$ cat config.mk
export PLATFORM = sky130hd
export DESIGN_NAME = jesc_regs
export DESIGN_NICKNAME = d
export VERILOG_FILES = /design/src/jesc_pkg.sv /design/src/jesc_regs.sv
export SDC_FILE = /design/constraint.sdc
export NUM_CORES = 1
export LEC_CHECK = 0
export ABC_AREA = 0
export BUFFER_PORTS_ARGS = -buffer_cell sky130_fd_sc_hd__buf_2
export CAP_MARGIN = 15
export CORE_MARGIN = 4
export CORE_UTILIZATION = 49
export DETAILED_ROUTE_END_ITERATION = 8
export PLACE_DENSITY = 0.79
export REMOVE_ABC_BUFFERS = 1
export SKIP_CTS_REPAIR_TIMING = 1
export SLEW_MARGIN = 20
export SYNTH_ARGS = -nofsm -noshare
export SYNTH_HDL_FRONTEND = slang
export SYNTH_SLANG_ARGS = --single-unit
$ cat constraint.sdc
create_clock -name clk -period 1.1 [get_ports clk]
set_input_delay 0.11 -clock clk [delete_from_list [all_inputs] [get_ports clk]]
set_output_delay 0.11 -clock clk [all_outputs]
set_load 0.02 [all_outputs]
$ cat src/jesc_pkg.sv
// ----------------------------------------------------------------------------
// jesc_pkg
// Shared types, constants and helpers of the Julia escape-time pixel unit.
// ----------------------------------------------------------------------------
`default_nettype none

package jesc_pkg;

  localparam int IMG_WIDTH_DEF  = 1024;
  localparam int IMG_HEIGHT_DEF = 1024;

  localparam int CFG_IDX_W  = 4;
  localparam int CFG_DATA_W = 32;
  localparam int PIX_W      = 10;
  localparam int CNT_W      = 10;
  localparam int RGBA_W     = 32;
  localparam int Z_W        = 32;
  localparam int STEP_W     = 31;
  localparam int SQ_W       = 64;

  localparam logic [Z_W-1:0]    C_REAL_RST   = 32'hF3333333;
  localparam logic [Z_W-1:0]    C_IMAG_RST   = 32'h00000000;
  localparam logic [STEP_W-1:0] STEP_RST     = 31'd1048576;
  localparam logic [CNT_W-1:0]  MAX_ITER_RST = 10'd100;

  localparam int ESC_SHIFT = 58;
  localparam int RE_SHIFT  = 28;
  localparam int IM_SHIFT  = 27;

  localparam int          QW       = 8;
  localparam int          STEP_CW  = 3;
  localparam int          NUM_W    = 18;
  localparam int          DSH_W    = CNT_W + QW - 1;
  localparam logic [7:0]  ALPHA    = 8'hff;

  typedef enum logic [CFG_IDX_W-1:0] {
    REG_C_REAL     = 4'd0,
    REG_C_IMAG     = 4'd1,
    REG_PIXEL_STEP = 4'd2,
    REG_MAX_ITER   = 4'd3
  } cfg_reg_t;

  typedef struct packed {
    logic [Z_W-1:0]    c_real;
    logic [Z_W-1:0]    c_imag;
    logic [STEP_W-1:0] pixel_step;
    logic [CNT_W-1:0]  max_iter;
  } cfg_t;

  typedef enum logic [2:0] {
    ST_IDLE,
    ST_COORD,
    ST_MUL,
    ST_TEST,
    ST_SEG,
    ST_NUM,
    ST_DIV,
    ST_OUT
  } state_t;

  typedef struct packed {
    logic load;
    logic coord;
    logic mul;
    logic upd;
    logic seg;
    logic num;
    logic div;
    logic out_load;
  } cmd_t;

  typedef struct packed {
    logic iter_go;
    logic div_last;
  } sts_t;

  function automatic logic [7:0] pal(input logic [1:0] row, input logic [1:0] col);
    logic [7:0] v;
    case ({row, col})
      4'b0000: v = 8'h73;
      4'b0001: v = 8'h03;
      4'b0010: v = 8'hc0;
      4'b0100: v = 8'hec;
      4'b0101: v = 8'h38;
      4'b0110: v = 8'hbc;
      4'b1000: v = 8'hfd;
      4'b1001: v = 8'hef;
      4'b1010: v = 8'hf9;
      default: v = 8'h00;
    endcase
    return v;
  endfunction

  function automatic logic [Z_W-1:0] sat32(input logic signed [SQ_W-1:0] v);
    logic [Z_W-1:0] r;
    if (v > 64'sd2147483647) begin
      r = 32'h7fffffff;
    end else if (v < -64'sd2147483648) begin
      r = 32'h80000000;
    end else begin
      r = v[Z_W-1:0];
    end
    return r;
  endfunction

endpackage

`default_nettype wire

$ cat src/jesc_regs.sv
// ----------------------------------------------------------------------------
// jesc_regs
// Configuration register file: Julia constant, pixel step, iteration limit.
// ----------------------------------------------------------------------------
`default_nettype none

module jesc_regs
  import jesc_pkg::*;
(
  input  wire logic                  clk,
  input  wire logic                  rst_n,
  input  wire logic                  wr_valid,
  output logic                       wr_ready,
  input  wire logic [CFG_IDX_W-1:0]  wr_index,
  input  wire logic [CFG_DATA_W-1:0] wr_data,
  output cfg_t                       cfg
);

  cfg_t cfg_r;
  cfg_t cfg_nxt;

  assign wr_ready = 1'b1;
  assign cfg      = cfg_r;

  always_comb begin
    cfg_nxt = cfg_r;
    if (wr_valid) begin
      case (wr_index)
        REG_C_REAL:     cfg_nxt.c_real     = wr_data;
        REG_C_IMAG:     cfg_nxt.c_imag     = wr_data;
        REG_PIXEL_STEP: cfg_nxt.pixel_step = wr_data[STEP_W-1:0];
        REG_MAX_ITER:   cfg_nxt.max_iter   = wr_data[CNT_W-1:0];
        default:        cfg_nxt            = cfg_r;
      endcase
    end
  end

  always_ff @(posedge clk) begin
    if (!rst_n) begin
      cfg_r.c_real     <= C_REAL_RST;
      cfg_r.c_imag     <= C_IMAG_RST;
      cfg_r.pixel_step <= STEP_RST;
      cfg_r.max_iter   <= MAX_ITER_RST;
    end else begin
      cfg_r <= cfg_nxt;
    end
  end

endmodule

`default_nettype wire

**After elaboration in Yosys (flattened, before gate mapping)**

Index checks and enable logic that the tools add are counted.

- Logic and storage cells: 12
- Output and inout port bits: 106
- Bits in registers: 105
- Input bits: 39

- Eq/ne operators: 3
- Reductions and logical operators: 5

Operators by type and width:

| cell | number |
|---|---|
| equality test 4 x 2 -> 1 bit (second input constant) | 2 |
| AND reduction 2 bit | 4 |
| equality test 4 x 1 -> 1 bit (second input constant) | 1 |
| logical NOT 4 bit | 1 |

**Logic depth before layout (Yosys ltp)**

- Depth in word-level cells: 2
- Depth in mapped cells: 5
- Mapped depth without buffers: 3

**Worst setup path after synthesis**

No wires, ideal clock.

- Kind: input -> register
- Start: input wr_index[3]
- End: register cfg_r (netlist bit cfg[86])
- Stages: 5
- Data arrival time: 0.887 ns
- Setup slack: 0.142 ns
- Library setup time: 0.072 ns
- Buffers on the path: 2
- Required time: 1.028 ns
- Cells stage by stage: nor2_4 and4bb_1 buf_6 buf_6 mux2i_1

- Word-level cells in the longest chain between the ends: 2

Ends and longest elaborated chain:

| what | RTL line | text |
|---|---|---|
| from (decl) | jesc_regs.sv:14 | `input wire logic [CFG_IDX_W-1:0] wr_index,` |
| logical NOT 4 bit | jesc_regs.sv:28 | `case (wr_index)` |
| AND reduction 2 bit (no line) | -- |  |
| to (signal assigned) | jesc_regs.sv:45 | `cfg_r <= cfg_nxt;` |
| to (decl) | jesc_regs.sv:19 | `cfg_t cfg_r;` |

Every way passes these cells.
A chain may end at the register's enable or synchronous reset.

**Worst setup path in the final report**

- Start: register cfg_r (netlist bit cfg[10])
- End: output cfg[10] in the netlist's numbering

RTL lines:

| what | RTL line | text |
|---|---|---|
| to (decl) | jesc_regs.sv:16 | `output cfg_t cfg` |

No word-level cell between the ends.

==> results.json <==
{
  "clock_skew_ns": 0,
  "diodes": 0,
  "worstSetupEndpointType": "primary output",
  "grt_use_total": 0.179,
  "cts_buffers": 9,
  "yosysTopAreaCellShare": 0.512,
  "final_nets": 581,
  "io_pins": 145,
  "start_util": 0.502,
  "tns_ns": 0,
  "p_leak_nw": 2.43,
  "slowest_delay_ns": 0.37,
  "cp_num_buf_inv": 1,
  "synth.distinct_cells": 16,
  "avgSynthCellArea_um2": 10.2,
  "startpoint_type": "register",
  "yosys_register_bits": 105,
  "grt_pass1_vias": 3087,
  "port_buffers": 143,
  "p_sw_frac": 0.233,
  "critPathCapture": "cfg[10]",
  "peakVddDrop_uv": 1020,
  "timing.rr.end": "cfg[97]$_SDFFE_PN1P_",
  "root_buffer": "clkbuf_8",
  "area.growth.synth_to_final_pct": 25.4,
  "layout.cells.non_filler": 652,
  "die_w_um": 99.5,
  "power_density_nw_per_um2": 1300,
  "grt_overflow": 0,
  "p_int_mw": 5.12,
  "cpMaxStageDelayCell": "dfxtp_1",
  "rsz0062_at_grt": "false",
  "yosys_warnings": 0,
  "report.power.total_mw": 6.68,
  "die_h_um": 99.5,
  "syn_inst": 403,
  "min_path_type": "in2reg",
  "syn_area_um2": 4110,
  "clk_path_buf_depth": 2,
  "clkPwrFrac": 0.341,
  "rr_worst_depth": 2,
  "maxClockFrequency_ghz": 1.01,
  "post-place-cells": 636,
  "yosysTopAreaCell": "dfxtp_1",
  "multiInputGateArea_um2": 1810,
  "ys_seq_area_frac": 0.512,
  "antenna_left": 0,
  "clk_latency_ns": 0.33,
  "fin_crit_ns": 0.992,
  "cts_tree": "yes",
  "slew_violations": 0,
  "maxCapViolations": 0,
  "pre_cts_slack_ns": -0.0721,
  "core_area_um2": 8180,
  "fillers": 715,
  "crit_chain": "buf_2",
  "rows": 33,
  "critPathLaunch": "cfg[10]$_SDFFE_PN0P_",
  "grt_start_max_net_pins": 54,
  "path_depth": 1,
  "pwr-share-comb": 0.079,
  "routed_wl_um": 8950,
  "finalWeightedCongestion": 0.772,
  "crit_fanout": 2,
  "final_common_cell": "buf_2",
  "layout-drive-gt1-share": 0.320,
  "ff2ff_setup_slack_ns": 0.46,
  "cts.sinks": 105,
  "path_class": "reg2out",
  "finalSetupViolations": 0,
  "first_pass_iters": 4,
  "p_seq_frac": 0.580,
  "antenna_found_initial": 0,
  "wire_per_inst_um": 13.7,
  "report.final.hold_viol_count": 0,
  "ctsHtreeMaxLevel": 3,
  "cts.clk_slew.worst_paths_ns": 0.09,
  "reg2reg_from": "cfg[97]$_SDFFE_PN1P_",
  "p_switching_mw": 1.56,
  "vias_per_cell": 4.81,
  "cp.arrival_ns": 0.88,
  "final_cell_mix": "buf_2, nand2_1, mux2i_1, dfxtp_1, nor2b_1",
  "drt-initial-drc-count": 52,
  "grt_pass1_wl_um": 14500,
  "seq_area_um2": 2100,
  "dieArea_um2": 9910,
  "status": "finished clean",
  "critical_path.top_delay_family": "flip-flops",
  "fin_ws_ns": 0.108,
  "dp_hpwl_um": 6690,
  "route.detailed.drc": 0,
  "synth.area.top_cells": "dfxtp_1, mux2i_1, nand2_1",
  "min_period_over_period": 0.901,
  "largest_reg_flops": 105,
  "num_vias": 3139,
  "worstPathRequired_ns": 0.99
}
==> worst min path at each step <==
stage                     slack [ns]         from  depth (start not counted)                    to
after global placement          0.37  wr_data[20]                          3  cfg[61]$_SDFFE_PN0P_
after CTS                      0.004  wr_data[20]                          3  cfg[61]$_SDFFE_PN0P_
after detailed placement        0.38  wr_data[20]                          3  cfg[61]$_SDFFE_PN0P_
final                           0.02  wr_data[20]                          3  cfg[61]$_SDFFE_PN0P_
after floorplan                 0.25  wr_data[20]                          2  cfg[61]$_SDFFE_PN0P_
after global routing            0.03  wr_data[13]                          3  cfg[23]$_SDFFE_PN0P_
==> power groups by stage <==
stage | clock, mW | sequential, mW | combinational (mW)
after floorplan | 0 | 4.02 | 0.182
after global placement | 0 | 3.96 | 0.515
after detailed placement | 0 | 3.96 | 0.528
after CTS | 2.36 | 3.87 | 0.531
after global routing | 2.50 | 3.88 | 0.575
final | 2.28 | 3.87 | 0.525
==> cell type report <==
class	count	area share
Clock buffer	11	0.0255
Sequential cell	105	0.408
Tap cell	105	0.0255
Multi-Input combinational cell	269	0.353
Clock inverter	5	0.0109
Timing Repair Buffer	157	0.177
==> synthesized netlist by cell type <==
master,number
buf_2,11
and4b_1,1
and4bb_1,1
conb_1,1
nor2_4,1
buf_8,2
dfxtp_1,105
nand4b_1,1
buf_6,5
buf_4,2
nor2b_1,42
nand4_2,1
and4_1,1
nand2_1,115
clkbuf_1,9
mux2i_1,105
==> kinds of logic after synthesis <==
logic type | share of synthesized area
and+or+nand+nor | 0.185
muxes | 0.256
buffers and inverters | 0.0463
other | 0.000913
DFF | 0.512
==> per-layer routing <==
layer	global-route usage	routed length [µm]	vias up
met5	0	0	-
met4	0.0368	31	0
met3	0.0526	600	2
met2	0.305	4370	87
met1	0.225	3960	1455
li1	-	-	1595
==> through the flow <==
stage	util	hold slack [ns]	instance area [µm²]
detailed placement	0.607	0.384	4960
finish	0.629	0.0221	5150
global placement	0.607	0.372	4960
global route	0.629	0.0273	5150
CTS	0.629	0.00379	5150
floorplan	-	0.252	3920
Note: power is estimated with default switching activity, not from simulation.
