### src/jesc_pkg.sv
// ----------------------------------------------------------------------------
// jesc_pkg
// Shared types, constants and helpers of the Julia escape-time pixel unit.
// ----------------------------------------------------------------------------
`default_nettype none

package jesc_pkg;

  localparam int IMG_WIDTH_DEF  = 1024;
  localparam int IMG_HEIGHT_DEF = 1024;

  localparam int CFG_IDX_W  = 4;
  localparam int CFG_DATA_W = 32;
  localparam int PIX_W      = 10;
  localparam int CNT_W      = 10;
  localparam int RGBA_W     = 32;
  localparam int Z_W        = 32;
  localparam int STEP_W     = 31;
  localparam int SQ_W       = 64;

  localparam logic [Z_W-1:0]    C_REAL_RST   = 32'hF3333333;
  localparam logic [Z_W-1:0]    C_IMAG_RST   = 32'h00000000;
  localparam logic [STEP_W-1:0] STEP_RST     = 31'd1048576;
  localparam logic [CNT_W-1:0]  MAX_ITER_RST = 10'd100;

  localparam int ESC_SHIFT = 58;
  localparam int RE_SHIFT  = 28;
  localparam int IM_SHIFT  = 27;

  localparam int          QW       = 8;
  localparam int          STEP_CW  = 3;
  localparam int          NUM_W    = 18;
  localparam int          DSH_W    = CNT_W + QW - 1;
  localparam logic [7:0]  ALPHA    = 8'hff;

  typedef enum logic [CFG_IDX_W-1:0] {
    REG_C_REAL     = 4'd0,
    REG_C_IMAG     = 4'd1,
    REG_PIXEL_STEP = 4'd2,
    REG_MAX_ITER   = 4'd3
  } cfg_reg_t;

  typedef struct packed {
    logic [Z_W-1:0]    c_real;
    logic [Z_W-1:0]    c_imag;
    logic [STEP_W-1:0] pixel_step;
    logic [CNT_W-1:0]  max_iter;
  } cfg_t;

  typedef enum logic [2:0] {
    ST_IDLE,
    ST_COORD,
    ST_MUL,
    ST_TEST,
    ST_SEG,
    ST_NUM,
    ST_DIV,
    ST_OUT
  } state_t;

  typedef struct packed {
    logic load;
    logic coord;
    logic mul;
    logic upd;
    logic seg;
    logic num;
    logic div;
    logic out_load;
  } cmd_t;

  typedef struct packed {
    logic iter_go;
    logic div_last;
  } sts_t;

  function automatic logic [7:0] pal(input logic [1:0] row, input logic [1:0] col);
    logic [7:0] v;
    case ({row, col})
      4'b0000: v = 8'h73;
      4'b0001: v = 8'h03;
      4'b0010: v = 8'hc0;
      4'b0100: v = 8'hec;
      4'b0101: v = 8'h38;
      4'b0110: v = 8'hbc;
      4'b1000: v = 8'hfd;
      4'b1001: v = 8'hef;
      4'b1010: v = 8'hf9;
      default: v = 8'h00;
    endcase
    return v;
  endfunction

  function automatic logic [Z_W-1:0] sat32(input logic signed [SQ_W-1:0] v);
    logic [Z_W-1:0] r;
    if (v > 64'sd2147483647) begin
      r = 32'h7fffffff;
    end else if (v < -64'sd2147483648) begin
      r = 32'h80000000;
    end else begin
      r = v[Z_W-1:0];
    end
    return r;
  endfunction

endpackage

`default_nettype wire

### src/jesc_ctrl.sv
// ----------------------------------------------------------------------------
// jesc_ctrl
// Sequencer: coordinate map, iterate loop, colour divide, result handoff.
// ----------------------------------------------------------------------------
`default_nettype none

module jesc_ctrl
  import jesc_pkg::*;
(
  input  wire logic clk,
  input  wire logic rst_n,
  input  wire logic in_valid,
  output logic      in_ready,
  output logic      out_valid,
  input  wire logic out_ready,
  input  wire sts_t sts,
  output cmd_t      cmd
);

  state_t state_r;
  state_t state_nxt;
  logic   out_valid_r;
  logic   out_valid_nxt;
  logic   out_free;

  assign out_free  = !out_valid_r || out_ready;
  assign out_valid = out_valid_r;

  always_comb begin
    state_nxt = state_r;
    case (state_r)
      ST_IDLE:  if (in_valid) state_nxt = ST_COORD;
      ST_COORD: state_nxt = ST_MUL;
      ST_MUL:   state_nxt = ST_TEST;
      ST_TEST:  state_nxt = sts.iter_go ? ST_MUL : ST_SEG;
      ST_SEG:   state_nxt = ST_NUM;
      ST_NUM:   state_nxt = ST_DIV;
      ST_DIV:   if (sts.div_last) state_nxt = ST_OUT;
      ST_OUT:   if (out_free) state_nxt = ST_IDLE;
      default:  state_nxt = ST_IDLE;
    endcase
  end

  always_comb begin
    cmd           = '0;
    in_ready      = 1'b0;
    case (state_r)
      ST_IDLE: begin
        in_ready = 1'b1;
        cmd.load = in_valid;
      end
      ST_COORD: cmd.coord    = 1'b1;
      ST_MUL:   cmd.mul      = 1'b1;
      ST_TEST:  cmd.upd      = sts.iter_go;
      ST_SEG:   cmd.seg      = 1'b1;
      ST_NUM:   cmd.num      = 1'b1;
      ST_DIV:   cmd.div      = 1'b1;
      ST_OUT:   cmd.out_load = out_free;
      default:  cmd          = '0;
    endcase
    out_valid_nxt = cmd.out_load ? 1'b1 : (out_ready ? 1'b0 : out_valid_r);
  end

  always_ff @(posedge clk) begin
    if (!rst_n) begin
      state_r     <= ST_IDLE;
      out_valid_r <= 1'b0;
    end else begin
      state_r     <= state_nxt;
      out_valid_r <= out_valid_nxt;
    end
  end

  a_accept_to_coord: assert property (@(posedge clk) disable iff (!rst_n)
    (in_valid && in_ready) |=> (state_r == ST_COORD))
    else $error("accepted transaction did not start coordinate mapping");

  a_div_to_out: assert property (@(posedge clk) disable iff (!rst_n)
    (state_r == ST_DIV && sts.div_last) |=> (state_r == ST_OUT))
    else $error("divide finish did not reach result handoff");

  a_valid_from_out: assert property (@(posedge clk) disable iff (!rst_n)
    $rose(out_valid_r) |-> $past(state_r == ST_OUT))
    else $error("result valid raised outside handoff state");

endmodule

`default_nettype wire

### config.mk
export PLATFORM = sky130hd
export DESIGN_NAME = jesc_ctrl
export DESIGN_NICKNAME = d
export VERILOG_FILES = /design/src/jesc_pkg.sv /design/src/jesc_ctrl.sv
export SDC_FILE = /design/constraint.sdc
export NUM_CORES = 1
export LEC_CHECK = 0
export BUFFER_PORTS_ARGS = -buffer_cell sky130_fd_sc_hd__buf_2
export CORE_AREA = 2 2 39 41
export CTS_BUF_LIST = sky130_fd_sc_hd__clkbuf_16
export CTS_CLUSTER_SIZE = 12
export DETAILED_ROUTE_END_ITERATION = 6
export DIE_AREA = 0 0 41 43
export GPL_ROUTABILITY_DRIVEN = 0
export PLACE_DENSITY = 0.4
export SLEW_MARGIN = 15
export SYNTH_ARGS = -nofsm -noshare
export SYNTH_HDL_FRONTEND = slang
export SYNTH_SLANG_ARGS = --single-unit
### constraint.sdc
create_clock -name clk -period 1.8 [get_ports clk]
set_clock_uncertainty 0.2 [all_clocks]
set_input_delay 0.36 -clock clk [delete_from_list [all_inputs] [get_ports clk]]
set_output_delay 0.36 -clock clk [all_outputs]
set_load 0.02 [all_outputs]
-- Yosys cells after proc, flatten, opt, wreduce, memory -nomap -nowiden
Cells that the tools add are included.
- flip-flop bits (word level): 4
- logic and storage cells: 33
- reductions and logical operators: 5
- multiplexer cells: 16
- eq/ne operators: 10
- operators by type and width (kind ; count):
    $pmux W3 S8 ; 1
    $eq A3 B3 Y1 const B ; 4
    $mux W3 ; 4
    $mux W1 ; 11
    $eq A3 B2 Y1 const B ; 2
    $ne A2 B2 Y1 const B ; 3
    $eq A3 B1 Y1 const B ; 1
    $logic_not A3 Y1 ; 1
    $reduce_and A3 Y1 ; 1
    $reduce_bool A2 Y1 ; 1
    $logic_not A1 Y1 ; 1
    $logic_or A1 B1 Y1 ; 1

-- Logic depth before layout (Yosys ltp)
Gate-level depths: netlist of the first run.
- word-level depth: 4
- mapped depth: 4
- mapped depth without buffers: 3

-- Worst setup path before layout of the first run
Ideal clock, no wire load.
- path kind: reg2out
- start point: register state_r[1]
- end point: output cmd[7] (netlist name)
- data required time: 1.240 ns
- arrival: 1.364 ns
- buffers on the path: 1
- stages on the path, launching flop included: 4
- slack: -0.124 ns
- path through: dfxtp_1 clkbuf_1 nor3_1 and2_1
- RTL lines (element ; RTL line ; source):
    from (decl) ; jesc_ctrl.sv:20 ; state_t state_r;
    from (signal assigned) ; jesc_ctrl.sv:69 ; state_r <= state_nxt;
    to (decl) ; jesc_ctrl.sv:17 ; output cmd_t cmd

==> results.md, run 1 <==
Worst setup path
- **Crit. End Element** output pin
- **Reg2Reg Depth** 3
- **Top Family by Delay on Critical Path** flip-flops
- **type of the setup path with the least slack** reg -> out
- **category of the worst setup path launch point** flip-flop
- **Buffers & Inverters on Critical Path** 1
- **worst flop-to-flop path startpoint** state_r[1]$_SDFFE_PN0P_
- **CP Launch Point** state_r[1]$_SDFFE_PN0P_
- **CP cell instances** nor3_2 > and2_1 > buf_2
- **WP depth** 3
- **required time worst endpoint** 1.24 ns
- **Crit path arrival time** 1.08 ns
- **slowest CP cell** dfxtp_2
- **stage delay of the slowest cell on the critical path** 0.38 ns
- **CP max FO** 13

STA
- **unrepaired setup endpoints after global routing** false
- **max_slew headroom** 83.9%
- **final number of hold-violating endpoints** 0
- **number of pins exceeding their max-slew limit in the final report** 0
- **Min Clock Period, post-route** 1.64 ns
- **accumulated negative setup slack** 0 ns
- **maximum clock frequency** 0.611 GHz
- **transition time at the pin with the least slew margin** 0.242 ns
- **Setup violations, final** 0
- **crit share post-route** 90.9%

Routing
- **final routed DRC violation total** 0
- **final antenna-violating net count** 0
- **number of detailed-routing iterations run before antenna repair** 3
- **Vias/cell** 4.65
- **routed via count** 293
- **post-detailed-route wirelength per cell** 10.3 microns
- **DRT iter0 DRCs** 6
- **routed wire length** 651 microns

Yosys
- **number of distinct library cells after synthesis** 23
- **number of synthesis warnings** 0
- **Post-Synthesis Net Count** 39
- **Synth Area per Inst** 8.04 sq um
- **number of standard cells after synthesis** 33
- **post-synthesis cell area** 265 sq um
- **portion of the post-synthesis area used by sequential elements** 30.2%
- **Seq cells post-synth** 4

Placement
- **number of buffers added on ports** 15
- **DP Cell Count** 60
- **Post-DP Area** 345 sq um
- **HPWL after detailed placement** 453 microns

Die
- **row cnt** 14
- **Die Ht** 43 microns
- **chip width** 41 microns
- **initial standard-cell utilization of the core** 19.2%
- **I/O pin count** 16
- **Die Outline Area** 0.00176 sq mm
- **total core area** 0.00138 sq mm

Hold path
- **hold crit path type** in -> reg
- **Min-Delay Startpoint** rst_n
- **Hold Crit Depth** 2

Clock tree
- **insertion delay to the later sink of the worst-skew pair** 0.22 ns
- **number of levels in the clock H-tree** 1
- **register clock-pin slew on the reported worst setup and hold paths** 0.03 ns
- **clock tree from TritonCTS** yes
- **maximum buffer depth of the clock tree** 2
- **clock sink count** 4
- **clock root buffer** clkbuf_16
- **Num CTS Buffers** 3
- **hold-fix buffer count after cts** 0

Pwr
- **total power divided by cell area** 1210 mW/mm^2
- **leakage power summed over all cells** 0.199 nW
- **overall power** 0.000515 W
- **worst IR drop on VDD** 697 uV

Final layout
- **number of standard cells in the final layout excluding fillers** 63
- **area overhead of the layout relative to synthesis** 59.9%
- **layout cells sized above 1** 46.8%
- **Post-layout nets** 55
- **Layout Cell Area excl Fill** 424 sq um
- **Diodes inserted** 0

Global routing
- **remaining global-route overflow** 0
- **pin count of the biggest net entering global routing** 16
- **via count of the first global-routing pass** 246
- **first-pass GRT wire length** 1080 microns
- **total routing usage reported by global routing** 9.05%
- **antenna violations before repair** 0

Outcome
- **run status** completed

Flow run
- **MaxCap Viol Count** 0

[sequential cells by signal, indices dropped and copies added, names as in the netlist]
register,flops
out_valid,1
state_r,3
[cells in the mapped netlist, drive strengths merged]
| library cell | instances | area (sq um) |
|---|---|---|
| nand4bb | 1 | 11.3 |
| a31oi | 1 | 6.26 |
| o21ai | 3 | 15.0 |
| or4 | 1 | 7.51 |
| mux2i | 1 | 10.0 |
| buf | 2 | 12.5 |
| nor3 | 1 | 5.00 |
| and3 | 1 | 6.26 |
| nand2b | 1 | 6.26 |
| nor2 | 2 | 7.51 |
| dfxtp | 4 | 80.1 |
| and4b | 1 | 10.0 |
| nor2b | 1 | 6.26 |
| o31a | 1 | 8.76 |
| and2 | 1 | 6.26 |
| nand2 | 2 | 7.51 |
| a21boi | 2 | 15.0 |
| nand3 | 1 | 5.00 |
| nor3b | 3 | 22.5 |
| and3b | 1 | 8.76 |
| clkbuf | 2 | 7.51 |
[metrics by stage]
step | utilization (%) | hold WS [ns] | setup WS, ns
after CTS | 30.5 | 0.206 | 0.0343
final | 30.7 | 0.204 | 0.164
after global placement | 25.0 | 0.338 | 0.248
after detailed placement | 25.0 | 0.313 | 0.237
after floorplan | - | 0.298 | 0.0428
after global routing | 30.7 | 0.223 | 0.0785
[final timing paths]
path | end | slack, ns
setup / recovery | cmd[7] | 0.16
setup reg to reg | state_r[0]$_SDFFE_PN0P_ | 0.31
hold / removal | state_r[0]$_SDFFE_PN0P_ | 0.20
hold reg to reg | out_valid$_SDFFE_PN0P_ | 0.31
[logic make-up after synthesis]
kind of cell    share of synthesized area (%)
compound gates                           17.0
buf+inv                                  7.55
flops                                    30.2
mux                                      3.77
simple gates                             41.5
[layer usage]
| metal | wire length, microns | vias up | share of wire, % | track usage (%) |
|---|---|---|---|---|
| li1 | - | 149 | - | - |
| met1 | 312 | 132 | 48 | 14.2 |
| met2 | 266 | 12 | 41 | 10.6 |
| met3 | 71 | 0 | 11 | 6.28 |
| met4 | 0 | 0 | 0 | 0 |
| met5 | 0 | - | 0 | 0 |
[report_power, final]
| part | total (W) | leakage, nW | switching (W) | internal (W) |
|---|---|---|---|---|
| clock | 0.000337 | 0.0370 | 0.0000540 | 0.000283 |
| combinational | 0.0000614 | 0.129 | 0.0000320 | 0.0000294 |
| sequential | 0.000116 | 0.0338 | 0.0000197 | 0.0000967 |
[cell type report]
type / instances / area, sq um
Clock buffer: 3 / 75.1
Fill cell: 159 / 960
Multi-Input combinational cell: 25 / 170
Sequential cell: 4 / 83.8
Tap cell: 16 / 20.0
Timing Repair Buffer: 15 / 75.1
[layout by cell type (no fill, tap or decap), drive strengths merged, types with 2 or more instances in the layout]
master,synthesis,routed
a21boi,2,2
buf,2,15
clkbuf,2,3
dfxtp,4,4
nand2,2,2
nor2,2,2
nor3b,3,3
o21ai,3,3
[what timing repair did]
item / 4_1_cts / 5_1_grt
pin swaps: 0 / 0
endpoints found under the setup margin: 1 / 6
setup buffers: 0 / 0
resized for setup: 1 / 2
gates cloned: 0 / 0
(Power assumes the default switching activity.)
==> run 2: changes to the inputs <==
Settings changed: CTS_BUF_LIST sky130_fd_sc_hd__clkbuf_16 to sky130_fd_sc_hd__clkbuf_8.
==> run 2 against run 1 <==
Net effect:
- global-route usage fell by 0.10 points
- via count fell by 1.0%
- sequential power about the same
- power down 30%
- hold slack gained 0.0082 ns
- sequential share of layout area increased by 1.7 points
- design area down 8.0%
- combinational power about the same
- clock power is 46% lower
==> results.md, run 2 (synthesis gave the netlist of run 1 again) <==
Pwr
- **worst IR drop on VDD** 477 uV
- **total power divided by cell area** 921 mW/mm^2
- **leakage power summed over all cells** 0.184 nW

Placement
- **number of buffers added on ports** 15
- **DP Cell Count** 60
- **HPWL after detailed placement** 453 microns

STA
- **accumulated negative setup slack** 0 ns
- **crit share post-route** 90.2%
- **Setup violations, final** 0
- **maximum clock frequency** 0.616 GHz
- **number of pins exceeding their max-slew limit in the final report** 0
- **transition time at the pin with the least slew margin** 0.242 ns
- **Min Clock Period, post-route** 1.62 ns
- **max_slew headroom** 83.9%
- **final number of hold-violating endpoints** 0
- **unrepaired setup endpoints after global routing** false

Global routing
- **via count of the first global-routing pass** 246
- **antenna violations before repair** 0
- **remaining global-route overflow** 0
- **pin count of the biggest net entering global routing** 16
- **total routing usage reported by global routing** 8.94%
- **first-pass GRT wire length** 1080 microns

Routing
- **final routed DRC violation total** 0
- **routed via count** 290
- **post-detailed-route wirelength per cell** 9.95 microns
- **routed wire length** 627 microns
- **number of detailed-routing iterations run before antenna repair** 4
- **final antenna-violating net count** 0
- **Vias/cell** 4.60
- **DRT iter0 DRCs** 5

Worst setup path
- **category of the worst setup path launch point** flip-flop
- **Crit path arrival time** 1.06 ns
- **type of the setup path with the least slack** reg -> out
- **Reg2Reg Depth** 3
- **worst flop-to-flop path startpoint** state_r[1]$_SDFFE_PN0P_
- **Reg-to-Reg End** state_r[0]$_SDFFE_PN0P_
- **required time worst endpoint** 1.24 ns
- **Crit. End Element** output pin
- **CP max FO** 15
- **internal reg-to-reg setup slack** 0.32 ns

Hold path
- **Worst Hold End** state_r[0]$_SDFFE_PN0P_
- **Hold Crit Depth** 2
- **Min-Delay Startpoint** rst_n
- **hold crit path type** in -> reg

Die
- **Die Outline Area** 0.00176 sq mm
- **row cnt** 14
- **chip width** 41 microns
- **Die Ht** 43 microns
- **total core area** 0.00138 sq mm
- **I/O pin count** 16
- **initial standard-cell utilization of the core** 19.2%

Final layout
- **Diodes inserted** 0
- **number of standard cells in the final layout excluding fillers** 63
- **layout cells sized above 1** 46.8%
- **max reg flops** 3
- **area overhead of the layout relative to synthesis** 47.2%
- **top library cells by usage in the layout, fill and taps aside** buf_2 (15), nor3b_1 (3), o21ai_0 (3), clkbuf_8 (3), dfxtp_2 (3)
- **most frequent standard cell in the layout excluding fill and tap cells** buf_2
- **Post-layout nets** 55
- **most flop-heavy register** state_r

Clock tree
- **maximum buffer depth of the clock tree** 2
- **insertion delay to the later sink of the worst-skew pair** 0.21 ns
- **number of levels in the clock H-tree** 1
- **clock sink count** 4
- **clock root buffer** clkbuf_8
- **Num CTS Buffers** 3
- **register clock-pin slew on the reported worst setup and hold paths** 0.03 ns
- **clock tree from TritonCTS** yes

Outcome
- **run status** completed

Flow run
- **MaxCap Viol Count** 0

==> run 2: changes by cell type in the layout (fill, tap and decap cells not counted) <==
cell	delta
clkbuf_8	+3
clkbuf_16	-3
==> run 2: how the worst max path moves through the flow <==
stage | to | cells past startpoint | slack [ns] | start
2_1_floorplan | cmd[6] | 2 | 0.04 | state_r[0]$_SDFFE_PN0P_
3_3_place_gp | state_r[0]$_SDFFE_PN0P_ | 3 | 0.25 | state_r[1]$_SDFFE_PN0P_
3_5_place_dp | cmd[0] | 3 | 0.24 | state_r[0]$_SDFFE_PN0P_
4_1_cts | cmd[0] | 3 | 0.00009 | state_r[0]$_SDFFE_PN0P_
5_1_grt | cmd[0] | 3 | 0.08 | state_r[0]$_SDFFE_PN0P_
6_report | cmd[0] | 3 | 0.18 | state_r[0]$_SDFFE_PN0P_
==> run 2: per-layer routing <==
| layer | global-route usage (%) | wire, microns | up-vias |
|---|---|---|---|
| met2 | 10.6 | 259 | 12 |
| met3 | 6.28 | 66 | 0 |
| met1 | 13.9 | 301 | 130 |
| li1 | - | - | 148 |
| met5 | 0 | 0 | - |
| met4 | 0 | 0 | 0 |
==> run 2: worst max-delay path, cell delays in order (launching register included) <==
cell,delay (ns)
dfxtp_2,0.46
nand3_1,0.13
nor2_1,0.10
buf_2,0.16
==> run 2: metrics by stage <==
step	utilization, %	hold WS (ns)	power [W]	setup WS (ns)	cell area (sq um)
after floorplan	-	0.298	0.000155	0.0428	270
after global placement	25.0	0.338	0.000178	0.248	345
after detailed placement	25.0	0.313	0.000178	0.237	345
after CTS	27.9	0.212	0.000365	0.0000889	387
after global routing	28.2	0.228	0.000382	0.0835	390
final	28.2	0.212	0.000360	0.176	390
==> run 2: area by class of cell <==
type / instances / area [sq um]
sequential: 4 / 83.8
multi-input combinational: 25 / 170
clock buffer: 3 / 41.3
timing repair buffer: 15 / 75.1
tap: 16 / 20.0
fill: 160 / 993
==> run 2: timing repair <==
action / in CTS / in global routing
gates resized for setup: 0 / 3
hold buffers: 0 / 0
setup endpoints to repair: 0 / 8
buffers inserted: 0 / 0
==> run 2: where the power goes <==
group	leakage, nW	switching (W)	internal [W]
Combinational	0.129	0.0000319	0.0000294
Clock	0.0216	0.0000405	0.000142
Sequential	0.0338	0.0000192	0.0000967
Total	0.184	0.0000915	0.000268
==> run 3: changes to the inputs <==
Settings changed: CELL_PAD_IN_SITES_DETAIL_PLACEMENT set to 1, CELL_PAD_IN_SITES_GLOBAL_PLACEMENT set to 1, CORE_AREA 2 2 39 41 to 8 8 45 47, DIE_AREA 0 0 41 43 to 0 0 53 55, PLACE_DENSITY 0.4 to 0.55.
==> run 3 against run 2 <==
Net effect:
- power rose by 0.30%
- final cell count stayed put
- design area stayed put
- maximum frequency decreased by 0.50%
- wire length grew 22%
- critical endpoint is now cmd[7]
==> results.md, run 3 (synthesis gave the netlist of run 1 again) <==
Global routing
- **via count of the first global-routing pass** 291
- **pin count of the biggest net entering global routing** 16
- **first-pass GRT wire length** 1170 microns
- **remaining global-route overflow** 0
- **antenna violations before repair** 0
- **total routing usage reported by global routing** 5.35%

Clock tree
- **clock tree from TritonCTS** yes
- **Num CTS Buffers** 3
- **clock sink count** 4
- **maximum buffer depth of the clock tree** 2
- **number of gates given a new drive strength after cts** 0
- **hold-fix buffer count after cts** 0
- **post-CTS setup repair buffer count** 0
- **insertion delay to the later sink of the worst-skew pair** 0.21 ns
- **number of levels in the clock H-tree** 1
- **clock root buffer** clkbuf_8
- **register clock-pin slew on the reported worst setup and hold paths** 0.03 ns

Final layout
- **area overhead of the layout relative to synthesis** 47.2%
- **layout cells sized above 1** 46.8%
- **Diodes inserted** 0
- **most flop-heavy register** state_r
- **most frequent standard cell in the layout excluding fill and tap cells** buf_2
- **Post-layout nets** 55
- **top library cells by usage in the layout, fill and taps aside** buf_2 (15), nor3b_1 (3), o21ai_0 (3), clkbuf_8 (3), dfxtp_2 (3)
- **Filler cells** 172
- **max reg flops** 3

Worst setup path
- **required time worst endpoint** 1.24 ns
- **worst flop-to-flop path startpoint** state_r[1]$_SDFFE_PN0P_
- **Crit. End Element** output pin
- **CP Launch Point** state_r[1]$_SDFFE_PN0P_
- **Reg2Reg Depth** 3
- **Crit path arrival time** 1.07 ns
- **CP max FO** 13
- **category of the worst setup path launch point** flip-flop
- **type of the setup path with the least slack** reg -> out

Pwr
- **worst IR drop on VDD** 553 uV
- **total power divided by cell area** 924 mW/mm^2
- **switch share** 25.7%
- **combinational share of power** 17.3%
- **portion of total power attributed to sequential cells** 32.1%
- **total net switching power** 0.0000926 W
- **clock power share** 50.6%
- **leakage power summed over all cells** 0.184 nW
- **internal power** 0.000268 W

Hold path
- **Min-Delay Startpoint** rst_n
- **hold crit path type** in -> reg
- **Hold Crit Depth** 2

STA
- **unrepaired setup endpoints after global routing** false
- **Min Clock Period, post-route** 1.63 ns
- **max_slew headroom** 84.5%
- **number of pins exceeding their max-slew limit in the final report** 0
- **crit share post-route** 90.7%
- **accumulated negative setup slack** 0 ns
- **Setup violations, final** 0
- **maximum clock frequency** 0.613 GHz
- **worst hold slack** 0.225 ns
- **final number of hold-violating endpoints** 0
- **transition time at the pin with the least slew margin** 0.233 ns

Die
- **I/O pin count** 16
- **Die Outline Area** 0.00292 sq mm
- **row cnt** 14
- **initial standard-cell utilization of the core** 19.2%
- **Die Ht** 55 microns
- **chip width** 53 microns
- **total core area** 0.00138 sq mm

Placement
- **number of buffers added on ports** 15
- **HPWL after detailed placement** 591 microns

Routing
- **post-detailed-route wirelength per cell** 12.2 microns
- **number of detailed-routing iterations run before antenna repair** 2
- **final antenna-violating net count** 0
- **Vias/cell** 4.43
- **final routed DRC violation total** 0
- **DRT iter0 DRCs** 2
- **routed wire length** 766 microns
- **routed via count** 279

Flow run
- **MaxCap Viol Count** 0

Outcome
- **run status** completed

==> run 3: cell counts in the layout (fill, tap and decap cells not counted) <==
Identical to the previous run, type by type.
==> run 3: through the flow <==
stage / utilization (%) / area, sq um / power (W) / setup slack, ns / cells
2_1_floorplan: - / 270 / 0.000155 / 0.0428 / 33
3_3_place_gp: 25.0 / 345 / 0.000179 / 0.245 / 60
3_5_place_dp: 25.0 / 345 / 0.000179 / 0.232 / 60
4_1_cts: 27.9 / 387 / 0.000366 / 0.00653 / 63
5_1_grt: 28.2 / 390 / 0.000384 / 0.0655 / 63
6_report: 28.2 / 390 / 0.000361 / 0.168 / 63
==> run 3: metal layers <==
layer | up-vias | track usage, % | wire (microns)
met5 | - | 0 | 0
met3 | 0 | 4.01 | 100
li1 | 146 | - | -
met2 | 12 | 7.81 | 312
met4 | 0 | 1.29 | 0
met1 | 121 | 6.07 | 354
==> run 3: worst paths after layout <==
check	endpoint	slack, ns
setup / recovery	cmd[7]	0.17
hold / removal	state_r[0]$_SDFFE_PN0P_	0.23
setup reg to reg	state_r[0]$_SDFFE_PN0P_	0.32
hold reg to reg	out_valid$_SDFFE_PN0P_	0.33
==> run 3: power groups by stage <==
stage          Sequential (W)  Combinational (W)  Clock, W
4_1_cts              0.000114          0.0000637  0.000188
5_1_grt              0.000118          0.0000689  0.000197
3_3_place_gp         0.000116          0.0000634         0
3_5_place_dp         0.000116          0.0000638         0
6_report             0.000116          0.0000624  0.000183
2_1_floorplan        0.000101          0.0000536         0
==> run 3: area by class of cell <==
class | count | area, sq um | share of cell area, %
repair buffers | 15 | 75.1 | 19.2
clock buffers | 3 | 41.3 | 10.6
flip-flops and latches | 4 | 83.8 | 21.5
multi-input cells | 25 | 170 | 43.6
well taps | 16 | 20.0 | 5.13
==> run 3: worst max-delay path, stage by stage, from the launching register on <==
cell and delay (ns):
dfxtp_2 0.37, nor3_2 0.20, and2_1 0.13, buf_2 0.15
