File: src/jesc_pkg.sv
// ----------------------------------------------------------------------------
// jesc_pkg
// Shared types, constants and helpers of the Julia escape-time pixel unit.
// ----------------------------------------------------------------------------
`default_nettype none

package jesc_pkg;

  localparam int IMG_WIDTH_DEF  = 1024;
  localparam int IMG_HEIGHT_DEF = 1024;

  localparam int CFG_IDX_W  = 4;
  localparam int CFG_DATA_W = 32;
  localparam int PIX_W      = 10;
  localparam int CNT_W      = 10;
  localparam int RGBA_W     = 32;
  localparam int Z_W        = 32;
  localparam int STEP_W     = 31;
  localparam int SQ_W       = 64;

  localparam logic [Z_W-1:0]    C_REAL_RST   = 32'hF3333333;
  localparam logic [Z_W-1:0]    C_IMAG_RST   = 32'h00000000;
  localparam logic [STEP_W-1:0] STEP_RST     = 31'd1048576;
  localparam logic [CNT_W-1:0]  MAX_ITER_RST = 10'd100;

  localparam int ESC_SHIFT = 58;
  localparam int RE_SHIFT  = 28;
  localparam int IM_SHIFT  = 27;

  localparam int          QW       = 8;
  localparam int          STEP_CW  = 3;
  localparam int          NUM_W    = 18;
  localparam int          DSH_W    = CNT_W + QW - 1;
  localparam logic [7:0]  ALPHA    = 8'hff;

  typedef enum logic [CFG_IDX_W-1:0] {
    REG_C_REAL     = 4'd0,
    REG_C_IMAG     = 4'd1,
    REG_PIXEL_STEP = 4'd2,
    REG_MAX_ITER   = 4'd3
  } cfg_reg_t;

  typedef struct packed {
    logic [Z_W-1:0]    c_real;
    logic [Z_W-1:0]    c_imag;
    logic [STEP_W-1:0] pixel_step;
    logic [CNT_W-1:0]  max_iter;
  } cfg_t;

  typedef enum logic [2:0] {
    ST_IDLE,
    ST_COORD,
    ST_MUL,
    ST_TEST,
    ST_SEG,
    ST_NUM,
    ST_DIV,
    ST_OUT
  } state_t;

  typedef struct packed {
    logic load;
    logic coord;
    logic mul;
    logic upd;
    logic seg;
    logic num;
    logic div;
    logic out_load;
  } cmd_t;

  typedef struct packed {
    logic iter_go;
    logic div_last;
  } sts_t;

  function automatic logic [7:0] pal(input logic [1:0] row, input logic [1:0] col);
    logic [7:0] v;
    case ({row, col})
      4'b0000: v = 8'h73;
      4'b0001: v = 8'h03;
      4'b0010: v = 8'hc0;
      4'b0100: v = 8'hec;
      4'b0101: v = 8'h38;
      4'b0110: v = 8'hbc;
      4'b1000: v = 8'hfd;
      4'b1001: v = 8'hef;
      4'b1010: v = 8'hf9;
      default: v = 8'h00;
    endcase
    return v;
  endfunction

  function automatic logic [Z_W-1:0] sat32(input logic signed [SQ_W-1:0] v);
    logic [Z_W-1:0] r;
    if (v > 64'sd2147483647) begin
      r = 32'h7fffffff;
    end else if (v < -64'sd2147483648) begin
      r = 32'h80000000;
    end else begin
      r = v[Z_W-1:0];
    end
    return r;
  endfunction

endpackage

`default_nettype wire

File: src/jesc_color.sv
// ----------------------------------------------------------------------------
// jesc_color
// Palette gradient: segment select, per-channel blend, 8-step restoring divide.
// ----------------------------------------------------------------------------
`default_nettype none

module jesc_color
  import jesc_pkg::*;
(
  input  wire logic              clk,
  input  wire cmd_t              cmd,
  input  wire logic [CNT_W-1:0]  max_iter,
  input  wire logic [CNT_W-1:0]  count,
  output logic                   div_last,
  output logic [RGBA_W-1:0]      rgba
);

  logic [CNT_W-1:0]   d_nxt;
  logic [CNT_W-1:0]   r_nxt;
  logic               seg_nxt;
  logic [CNT_W-1:0]   cnt1;
  logic [CNT_W:0]     n;
  logic [CNT_W-1:0]   d_r;
  logic [CNT_W-1:0]   r_r;
  logic               seg_r;
  logic [1:0]         row_lo;
  logic [1:0]         row_hi;
  logic [NUM_W-1:0]   num [3];
  logic [NUM_W-1:0]   rem_r [3];
  logic [QW-1:0]      q_r [3];
  logic [DSH_W-1:0]   dsh_r;
  logic [STEP_CW-1:0] step_r;

  always_comb begin
    cnt1    = (count == '0) ? CNT_W'(1) : count;
    n       = {cnt1 - 1'b1, 1'b0};
    d_nxt   = CNT_W'(1);
    r_nxt   = '0;
    seg_nxt = 1'b0;
    if (max_iter > CNT_W'(1)) begin
      d_nxt = max_iter - 1'b1;
      if (n >= {1'b0, d_nxt}) begin
        seg_nxt = 1'b1;
        r_nxt   = CNT_W'(n - {1'b0, d_nxt});
      end else begin
        r_nxt   = n[CNT_W-1:0];
      end
    end
  end

  assign row_lo = {1'b0, seg_r};
  assign row_hi = row_lo + 2'd1;

  always_comb begin
    for (int k = 0; k < 3; k++) begin
      num[k] = NUM_W'(pal(row_lo, 2'(k))) * NUM_W'(d_r - r_r)
             + NUM_W'(pal(row_hi, 2'(k))) * NUM_W'(r_r);
    end
  end

  always_ff @(posedge clk) begin
    if (cmd.seg) begin
      d_r   <= d_nxt;
      r_r   <= r_nxt;
      seg_r <= seg_nxt;
    end
    if (cmd.num) begin
      for (int k = 0; k < 3; k++) begin
        rem_r[k] <= num[k];
        q_r[k]   <= '0;
      end
      dsh_r  <= {d_r, {(QW-1){1'b0}}};
      step_r <= '0;
    end
    if (cmd.div) begin
      for (int k = 0; k < 3; k++) begin
        if (NUM_W'(dsh_r) <= rem_r[k]) begin
          rem_r[k] <= rem_r[k] - NUM_W'(dsh_r);
          q_r[k]   <= {q_r[k][QW-2:0], 1'b1};
        end else begin
          q_r[k]   <= {q_r[k][QW-2:0], 1'b0};
        end
      end
      dsh_r  <= dsh_r >> 1;
      step_r <= step_r + 1'b1;
    end
  end

  assign div_last = (step_r == STEP_CW'(QW - 1));
  assign rgba     = {q_r[0], q_r[1], q_r[2], ALPHA};

endmodule

`default_nettype wire

File: config.mk
export PLATFORM = sky130hd
export DESIGN_NAME = jesc_color
export DESIGN_NICKNAME = d
export VERILOG_FILES = /design/src/jesc_pkg.sv /design/src/jesc_color.sv
export SDC_FILE = /design/constraint.sdc
export NUM_CORES = 1
export LEC_CHECK = 0
export BUFFER_PORTS_ARGS = -buffer_cell sky130_fd_sc_hd__clkbuf_2
export CAP_MARGIN = 20
export CORE_MARGIN = 1.5
export CORE_UTILIZATION = 40
export DETAILED_ROUTE_END_ITERATION = 10
export HOLD_SLACK_MARGIN = 0.1
export SYNTH_ARGS = -nofsm -noshare
export SYNTH_HDL_FRONTEND = slang
export SYNTH_SLANG_ARGS = --single-unit
export TNS_END_PERCENT = 100
File: constraint.sdc
create_clock -name clk -period 8.71 [get_ports clk]
set_clock_uncertainty 0.2 [all_clocks]
set_input_delay 1.742 -clock clk [delete_from_list [all_inputs] [get_ports clk]]
set_output_delay 1.742 -clock clk [all_outputs]
set_load 0.01 [all_outputs]
; Yosys cells after proc, flatten, opt, wreduce, memory -nomap -nowiden
; Memories as Yosys holds them, arrays and structs flattened.
; Cells that the tools add are included.
[totals]
regBits = 41
ram_bits = 78
inputBits = 29
out_inout_bits = 33
wordCells = 91
memories = 2
[classes]
n_addsub = 12
n_mul = 6
order_cmp = 5
eq_ne = 3
mux = 42
bitwise = 9
n_reduce_logical = 5
[memory_table]
columns = memory, depth, width, read_ports, rd_ports_with_merged_regs, wr, line
row1 = rem_r, 3, 18, 3, 0, 3, jesc_color.sv:29  ; logic [NUM_W-1:0] rem_r [3];
row2 = q_r, 3, 8, 3, 0, 3, jesc_color.sv:30  ; logic [QW-1:0] q_r [3];
[op_table]
columns = operator, n
row1 = $pmux W8 S3, 3
row2 = $add A18 B18 Y18, 3
row3 = $le A17 B18 Y1, 3
row4 = $mul A8 B10 Y18, 3
row5 = $mux W18, 3
row6 = $sub A18 B17 Y18, 3
row7 = $mux W8, 6
row8 = $mux W16, 2
row9 = $pmux W8 S2, 2
row10 = $mux W1, 21
row11 = $mux W10, 2
row12 = $sub A10 B1 Y10 const B, 2
row13 = $mul A6 B18 Y18, 1
row14 = $mul A8 B18 Y18, 1
row15 = $mul A9 B11 Y18, 1
row16 = $pmux W6 S2, 1
row17 = $ge A11 B10 Y1, 1
row18 = $sub A10 B10 Y11, 1
row19 = $gt A10 B1 Y1 const B, 1
row20 = $logic_not A10 Y1, 1
row21 = $sub A10 B10 Y10, 1
row22 = $or A1 B1 Y1, 9
row23 = $mux W3, 2
row24 = $logic_not A2 Y1, 2
row25 = other kinds (7), 7

; Depth between registers and ports, before layout
; Gate-level depths: netlist of run 1.
; An unclocked memory read counts as a cell.
[depth]
word_depth = 7
ltp_mapped = 32
ltp_nobuf = 32

; Worst setup path after synthesis of run 1
; Ideal clock, no wire load.
[synth_timing]
kind = reg-to-reg
from = register r_r[7]
to = memory rem_r[0][17], data pin
setup_ns = 0.273
t_arrival_ns = 7.824
t_required_ns = 8.237
path_slack_ns = 0.413
stages_incl_launch_ff = 24
n_path_buf = 0
synth_period_minus_slack_ns = 8.297
path_cell_list = edfxtp_1 > inv_1 > ha_1 > or3_1 > o22ai_1 > o21ai_2 > nor2_1 > inv_1 > fa_1 > xor2_1 > xnor2_1 > fa_1 > fa_1 > inv_1 > fa_1 > inv_1 > fa_1 > inv_1 > ha_1 > and3_1 > a311oi_1 > a21oi_1 > xnor2_1 > mux2i_1
[synth_rtl]
columns = item, line
row1 = "start, declared", jesc_color.sv:24  ; logic [CNT_W-1:0] r_r;
row2 = "start signal, assigned", jesc_color.sv:64  ; r_r <= r_nxt;
row3 = "end, declared", jesc_color.sv:29

==> flow_summary_export.csv, run 1 <==
group,metric,value,unit
yosys,synth_top_area_share,31.8,%
yosys,async_reset_ff_share,0,%
clocking,cts_tree,"yes",
yosys,synth_ff_type,"edfxtp_1",
global_routing,grtUsageTotal,20.7,%
timing,fin_tns_setup,0,ns
status,status,"finished, final reports clean",
detailed_routing,drt_first_pass_iters,5,
critical_path,endpoint_kind,"flop",
clocking,clk_path_buf_depth,2,
global_routing,grt_pass1_vias,15200,
floorplan,die_x,231,um
detailed_routing,ant_nets,0,
detailed_routing,drtIter0Drc,908,
floorplan,pin_count,62,
clocking,cts_hold_buf,0,
timing,worst_slew_pin_slew,1.02,ns
yosys,synth.distinct_cells,72,
floorplan,die_area,53300,um2
clocking,post_cts_buffers,0,
floorplan,start_util,40.5,%
detailed_routing,wire_per_inst,18.0,um
timing,period_share,95.5,%
detailed_routing,drc,0,
critical_path,path_delay_family,"adder cells",
critical_path,cp_max_fo,5,
final_layout,nets,2818,
placement,dp_slack,0.163,ns
clocking,cts_root_buffer,"clkbuf_16",
critical_path,arrival,8.28,ns
detailed_routing,wl,52200,um
timing,maxSlewViolCount,0,
placement,port_buffers,48,
yosys,ys_top_cells_by_area,"fa_1, edfxtp_1, ha_1",
yosys,ys_top_cells_by_count,"inv_1, fa_1, ha_1, nor2_1, edfxtp_1",
floorplan,rows,83,
global_routing,grt_overflow,0,
yosys,syn_inst,2114,
critical_path,crit_top_cell,"inv_1",
clocking,htreeDepth,4,
critical_path,start_kind,"flop",
global_routing,grt_antenna_before_repair,0,
clocking,ctsResizeCount,0,
floorplan,die_h,231,um
timing,setup_viol,0,
timing,worst_slack,0.391,ns
yosys,synth_seq_cells,119,
yosys,yosysMostFrequentCell,"inv_1",
global_routing,grt_max_degree,47,
critical_path,cp.required,8.67,ns
yosys,synth-edff-count,117,
placement,gp_congestion,0.926,
critical_path,crit_buf_inv,8,
timing,fmax,120,MHz
placement,dp_hpwl,44000,um
global_routing,grt_pass1_wl,84100,um
critical_path,setup.worst_path.class,"reg2reg",
yosys,postSynthAreaPerCell,9.82,um2
min_path,hp-class,"reg2reg",
critical_path,crit_slowest_cell,"fa_1",
final_layout,diodes,0,
yosys,yosys.area.top_type,"fa_1",
final_layout,drive_above_1_share,7.51,%
timing,finalHoldViolCount,0,
critical_path,slowest_delay,0.54,ns
final_layout,syn2layout_area_growth,9.58,%
clocking,cts_buffers,17,
clocking,cts_num_sinks,119,
clocking,clk_latency,0.44,ns
timing,slew_headroom,32.1,%
yosys,yosysWarningCount,0,
job,drv_cap,0,
timing,period_needed,8.32,ns
floorplan,coreArea,51300,um2
detailed_routing,viasPerCell,4.99,
clocking,clkTransAtPathRegs,0.06,ns
detailed_routing,vias,14500,
yosys,ys_seq_area_share,17.1,%
yosys,syn_area,20800,um2
-- registers in the layout (all words and copies together), names as in the netlist --
signal / count
seg_r: 1
rem_r: 54
d_r: 10
q_r: 24
dsh_r: 17
step_r: 3
r_r: 10
-- cell families (layout without fill, tap and decap cells) --
group / after synthesis / in the layout / synth area share, %
buffers and inverters: 599 / 697 / 11.0
adders and majority gates: 576 / 576 / 46.6
and+or+nand+nor: 368 / 368 / 8.39
AOI/OAI and AO/OA: 250 / 250 / 7.87
xor gates and xnor gates: 146 / 146 / 6.20
DFF: 119 / 119 / 17.1
muxes: 54 / 54 / 2.72
other: 2 / 15 / 0.0362
-- layer usage --
layer  part of all wire [%]  global-route usage (%)
met1                     46                    28.3
met4                    2.6                    5.68
met5                      0                       0
met3                    3.5                    2.56
met2                     48                    34.8
-- path summary, 6_finish.rpt --
path | start | to | slack, ns | cells after the start
max reg2reg | d_r[0]$_SDFFCE_PP1P_ | rem_r[0][53]$_DFFE_PP_ | 0.39 | 32
min reg2reg | q_r[2][0]$_SDFFE_PP0P_ | q_r[2][0]$_SDFFE_PP0P_ | 0.27 | 1
max | d_r[0]$_SDFFCE_PP1P_ | rem_r[0][53]$_DFFE_PP_ | 0.39 | 32
min | q_r[2][0]$_SDFFE_PP0P_ | q_r[2][0]$_SDFFE_PP0P_ | 0.27 | 1
-- metrics by stage --
step                      utilization, %  hold WS (ns)  instance area (um2)  instances
final                               44.3         0.274                22700       2905
after global placement              43.1         0.257                22100       2874
after detailed placement            43.1         0.264                22100       2874
after floorplan                        -         0.277                20800       2127
after global routing                44.3         0.320                22700       2905
after CTS                           44.3         0.276                22700       2905
-- layout by cell type, fill, tap and decap left out, types with 6 or more instances in the layout --
cell	n
inv_1	563
fa_1	330
ha_1	246
nor2_1	125
edfxtp_1	117
xnor2_1	94
nand2_1	84
a21oi_1	74
o21ai_0	53
xor2_1	50
buf_4	49
clkbuf_2	48
mux2i_1	35
and2_1	33
a21o_1	32
nor3_1	28
mux2_2	19
nor2b_1	17
clkbuf_16	17
conb_1	15
nand3_1	13
nand4_1	12
nand2b_1	12
o21a_1	10
o21bai_1	10
nor4_1	9
or3_1	9
a31oi_1	7
o31ai_1	6
or2_2	6
o41ai_1	6
a211oi_1	6
-- layout make-up --
type                       count  area (um2)
fill                        4999       28600
multi-input combinational   1409       15000
sequential                   119        3550
inverter                     569        2140
tap                          680         851
timing repair buffer          97         608
clock buffer                  19         433
clock inverter                12         159
Power of run 1 is left out: the tool's default activity adds up to more than one toggle a clock period on the data nets, which glitch-free logic cannot reach.
==> run 2: changes to the inputs <==
- PLACE_DENSITY: not set -> 0.53
==> run 2 against run 1 <==
Compared with the run above:
- die area did not move
- fmax rose by 1.3%
- design area rose by 0.55%
- flip-flop and latch count did not move
- core utilization rose by 0.24 points
- wire length rose by 3.1%
- non-clock buffer count rose by 10
- global-route usage rose by 0.46 points
- final cell count rose by 0.38%
- register-to-register slack improved by 0.11 ns
- clock-buffer cell count did not move
- largest cell class unchanged
==> flow_summary_export.csv, run 2 (synthesis results as in run 1) <==
group,metric,value,unit
global_routing,grt_antenna_before_repair,0,
critical_path,r2r_slack,0.50,ns
timing,slew_headroom,33.6,%
clocking,ctsResizeCount,0,
critical_path,setup.worst_path.class,"reg2reg",
floorplan,die_area,53300,um2
critical_path,crit_slowest_cell,"fa_1",
critical_path,path_delay_family,"adder cells",
timing,worst_slew_pin_slew,0.997,ns
floorplan,coreArea,51300,um2
placement,dpl_cell_area,22200,um2
final_layout,final_cell_count_no_fill,2916,
detailed_routing,ant_nets,0,
critical_path,endpoint_kind,"flop",
critical_path,crit_top_cell,"inv_1",
critical_path,arrival,8.20,ns
timing,setup_viol,0,
critical_path,cp.required,8.70,ns
detailed_routing,wire_per_inst,18.4,um
floorplan,pin_count,62,
timing,fmax,122,MHz
status,status,"finished, final reports clean",
critical_path,cp.depth,31,
clocking,clk_path_buf_depth,2,
job,drv_cap,0,
final_layout,drive_above_1_share,8.05,%
global_routing,grtUsageTotal,21.2,%
critical_path,r2r-end,"rem_r[0][16]$_DFFE_PP_",
timing,finalHoldViolCount,0,
timing,fin_tns_setup,0,ns
final_layout,mostFrequentLayoutCell,"inv_1",
final_layout,nets,2828,
floorplan,start_util,40.5,%
clocking,cts_hold_buf,0,
timing,period_needed,8.21,ns
clocking,htreeDepth,4,
global_routing,grt_max_degree,47,
final_layout,largest_register_ffs,54,
critical_path,start_kind,"flop",
timing,rsz0062_at_grt,"false",
detailed_routing,wl,53800,um
final_layout,final_cell_mix,"inv_1, fa_1, ha_1",
placement,port_buffers,48,
global_routing,grt_pass1_vias,14800,
placement,post-place-cells,2884,
floorplan,rows,83,
clocking,clkTransAtPathRegs,0.06,ns
detailed_routing,viasPerCell,4.95,
final_layout,regMostFlops,"rem_r",
detailed_routing,vias,14400,
timing,period_share,94.3,%
final_layout,diodes,0,
timing,maxSlewViolCount,0,
global_routing,grt_pass1_wl,85400,um
detailed_routing,drtIter0Drc,758,
clocking,cts_root_buffer,"clkbuf_16",
clocking,clk_latency,0.43,ns
critical_path,cp_max_fo,4,
critical_path,cp-startpoint,"d_r[1]$_SDFFCE_PP0P_",
clocking,post_cts_buffers,0,
critical_path,cp-endpoint,"rem_r[0][16]$_DFFE_PP_",
final_layout,largestRegisters,"rem_r (54), q_r (24), dsh_r (17)",
clocking,cts_tree,"yes",
clocking,cts_num_sinks,119,
clocking,cts_buffers,17,
placement,gp_congestion,0.873,
final_layout,syn2layout_area_growth,10.2,%
floorplan,die_x,231,um
placement,dp_hpwl,45400,um
detailed_routing,drc,0,
floorplan,die_h,231,um
global_routing,grt_overflow,0,
critical_path,crit_buf_inv,9,
critical_path,slowest_delay,0.54,ns
min_path,hold_depth,1,
detailed_routing,drt_first_pass_iters,5,
critical_path,timing.rr.start,"d_r[1]$_SDFFCE_PP0P_",
critical_path,rr_worst_depth,31,
final_layout,fin_area,22900,um2
min_path,hp-class,"reg2reg",
-- run 2: worst reg2reg max path: cells and delay by family, from the launching register on --
family / cells / cell delay, ns
fa+ha+maj: 8 / 3.46
xor+xnor: 1 / 0.13
buf+inv: 9 / 0.86
flops: 1 / 0.46
simple gates: 6 / 1.42
compound gates: 7 / 1.44
-- run 2: cell type report --
type	count	area, um2
fill	5035	28400
multi-input combinational	1409	15000
timing repair buffer	107	683
clock buffer	19	443
tap	680	851
inverter	569	2140
clock inverter	13	204
sequential	119	3550
-- run 2: how the worst min path moves through the flow --
stage / start / endpoint / slack [ns]
final: q_r[2][0]$_SDFFE_PP0P_ / q_r[2][0]$_SDFFE_PP0P_ / 0.29
after floorplan: dsh_r[16]$_SDFFE_PP0P_ / dsh_r[16]$_SDFFE_PP0P_ / 0.28
after global routing: q_r[2][0]$_SDFFE_PP0P_ / q_r[2][0]$_SDFFE_PP0P_ / 0.33
after detailed placement: q_r[2][0]$_SDFFE_PP0P_ / q_r[2][0]$_SDFFE_PP0P_ / 0.28
after global placement: q_r[2][0]$_SDFFE_PP0P_ / q_r[2][0]$_SDFFE_PP0P_ / 0.26
after CTS: q_r[2][0]$_SDFFE_PP0P_ / q_r[2][0]$_SDFFE_PP0P_ / 0.30
-- run 2: metal layers --
| layer | track usage (%) | part of all wire [%] | up-vias |
|---|---|---|---|
| met1 | 29.7 | 46 | 7281 |
| met3 | 1.78 | 3.0 | 32 |
| met5 | 0 | 0 | - |
| li1 | - | - | 6875 |
| met4 | 4.17 | 1.8 | 0 |
| met2 | 35.9 | 49 | 240 |
-- run 2: through the flow --
stage          setup slack (ns)  util (%)  hold slack [ns]
6_report                  0.499      44.6            0.289
5_1_grt                  0.0832      44.6            0.330
4_1_cts                   0.330      44.5            0.298
3_5_place_dp              0.348      43.3            0.281
3_3_place_gp              0.398      43.3            0.258
2_1_floorplan             0.413         -            0.277
Power of run 2 is left out for the same reason.
==> run 3: changes to the inputs <==
- CORE_MARGIN: 1.5 -> 1
==> run 3 against run 2 <==
Compared with the run above:
- largest cell class unchanged
- worst hold slack worse by 0.016 ns
- sequential share of layout area up 0.050 points
- via count shrank 0.59%
- first-iteration DRC count down 9.4%
- clock-buffer cell count down 1
- die area down 0.86%
- register-to-register slack worse by 0.18 ns
- final cell count rose by 0.10%
- global-route usage is 0.15 points higher
- critical path depth fell by 3
==> flow_summary_export.csv, run 3 (synthesis results as in run 1) <==
group,metric,value,unit
critical_path,crit_top_cell,"inv_1",
critical_path,arrival,8.35,ns
clocking,post_cts_buffers,0,
timing,finalHoldViolCount,0,
global_routing,grt_antenna_before_repair,0,
critical_path,cp.required,8.67,ns
timing,period_needed,8.39,ns
detailed_routing,viasPerCell,4.91,
final_layout,final_cell_mix,"inv_1, fa_1, ha_1",
clocking,ctsResizeCount,0,
clocking,cts_num_sinks,119,
global_routing,met3_usage,2.65,%
timing,period_share,96.3,%
critical_path,cp_max_fo,7,
clocking,cts_buffers,17,
global_routing,top_usage_layer,"met2",
final_layout,mostFrequentLayoutCell,"inv_1",
clocking,clk_latency,0.43,ns
global_routing,grt_overflow,0,
timing,hold-worst-slack,0.272,ns
placement,dpl_cell_area,22200,um2
floorplan,start_util,40.5,%
placement,port_buffers,48,
critical_path,r2r-end,"rem_r[0][35]$_DFFE_PP_",
critical_path,start_kind,"flop",
final_layout,regMostFlops,"rem_r",
status,status,"finished, final reports clean",
final_layout,fin_util,44.4,%
timing,slew_headroom,33.0,%
clocking,cts_root_buffer,"clkbuf_16",
floorplan,die_h,230,um
global_routing,grt_max_degree,47,
final_layout,nets,2831,
clocking,htreeDepth,4,
final_layout,syn2layout_area_growth,9.83,%
min_path,min_to,"q_r[2][0]$_SDFFE_PP0P_",
clocking,clk_path_buf_depth,2,
critical_path,endpoint_kind,"flop",
global_routing,grt_pass1_wl,85500,um
final_layout,largestRegisters,"rem_r (54), q_r (24), dsh_r (17)",
final_layout,largest_register_ffs,54,
clocking,clkTransAtPathRegs,0.05,ns
global_routing,use_met1,29.7,%
global_routing,grt_pass1_vias,14900,
clocking,cts_tree,"yes",
detailed_routing,wire_per_inst,18.3,um
clocking,cts_hold_buf,0,
timing,fmax,119,MHz
final_layout,diodes,0,
critical_path,setup.worst_path.class,"reg2reg",
detailed_routing,drc,0,
floorplan,pin_count,62,
critical_path,crit_slowest_cell,"o41ai_1",
final_layout,fin_area,22800,um2
min_path,hp-class,"reg2reg",
final_layout,drive_above_1_share,7.73,%
placement,dp_hpwl,45500,um
critical_path,slowest_delay,0.65,ns
timing,setup_viol,0,
global_routing,grtUsageTotal,21.4,%
critical_path,path_delay_family,"adder cells",
final_layout,n_fill_cell,4955,
detailed_routing,drtIter0Drc,687,
critical_path,r2r_slack,0.32,ns
final_layout,final_cell_count_no_fill,2919,
min_path,hold_depth,1,
floorplan,coreArea,51300,um2
placement,post-place-cells,2887,
timing,maxSlewViolCount,0,
detailed_routing,drt_first_pass_iters,5,
critical_path,timing.rr.start,"d_r[0]$_SDFFCE_PP1P_",
floorplan,die_x,230,um
timing,worst_slew_pin_slew,1.00,ns
detailed_routing,ant_nets,0,
min_path,hp-start,"q_r[2][0]$_SDFFE_PP0P_",
detailed_routing,vias,14300,
placement,gp_congestion,0.883,
detailed_routing,wl,53400,um
floorplan,rows,83,
critical_path,rr_worst_depth,28,
job,drv_cap,0,
floorplan,die_area,52800,um2
critical_path,crit_buf_inv,9,
global_routing,use_met2,35.3,%
## run 3: cell count changes in the layout (fill, tap and decap cells not counted)
| cell | before | now |
|---|---|---|
| clkinv_1 | 2 | 9 |
| clkinv_4 | 1 | 0 |
| buf_4 | 59 | 62 |
| bufinv_16 | 5 | 3 |
| o41ai_1 | 5 | 7 |
| clkinvlp_4 | 4 | 1 |
| o41ai_2 | 2 | 0 |
| clkbuf_8 | 1 | 0 |
| nand2_2 | 1 | 0 |
| nand2_1 | 85 | 86 |
## run 3: through the flow
stage	setup TNS [ns]	setup slack (ns)
after floorplan	0	0.413
after global placement	0	0.373
after detailed placement	0	0.350
after CTS	0	0.322
after global routing	-0.00196	-0.00196
final	0	0.324
## run 3: final cells by class
class | instances | area (um2) | area share [%]
Sequential cell | 119 | 3550 | 15.6
Tap cell | 680 | 851 | 3.73
Inverter | 569 | 2140 | 9.37
Multi-Input combinational cell | 1409 | 15000 | 65.7
Timing Repair Buffer | 110 | 706 | 3.09
Clock inverter | 14 | 139 | 0.609
Clock buffer | 18 | 429 | 1.88
## run 3: worst max-delay path by stage
stage | start | endpoint | cells past startpoint
2_1_floorplan | r_r[7]$_SDFFCE_PP0P_ | rem_r[0][17]$_DFFE_PP_ | 23
5_1_grt | d_r[0]$_SDFFCE_PP1P_ | rem_r[0][53]$_DFFE_PP_ | 29
4_1_cts | d_r[0]$_SDFFCE_PP1P_ | rem_r[0][16]$_DFFE_PP_ | 31
3_3_place_gp | d_r[0]$_SDFFCE_PP1P_ | rem_r[0][16]$_DFFE_PP_ | 31
6_report | d_r[0]$_SDFFCE_PP1P_ | rem_r[0][35]$_DFFE_PP_ | 28
3_5_place_dp | d_r[0]$_SDFFCE_PP1P_ | rem_r[0][16]$_DFFE_PP_ | 31
## run 3: metal layers
layer / part of all wire [%] / wire (um)
met4: 2.2 / 1200
met5: 0 / 0
met3: 3.5 / 1890
met2: 48 / 25500
met1: 46 / 24800
Power of run 3 is left out for the same reason.
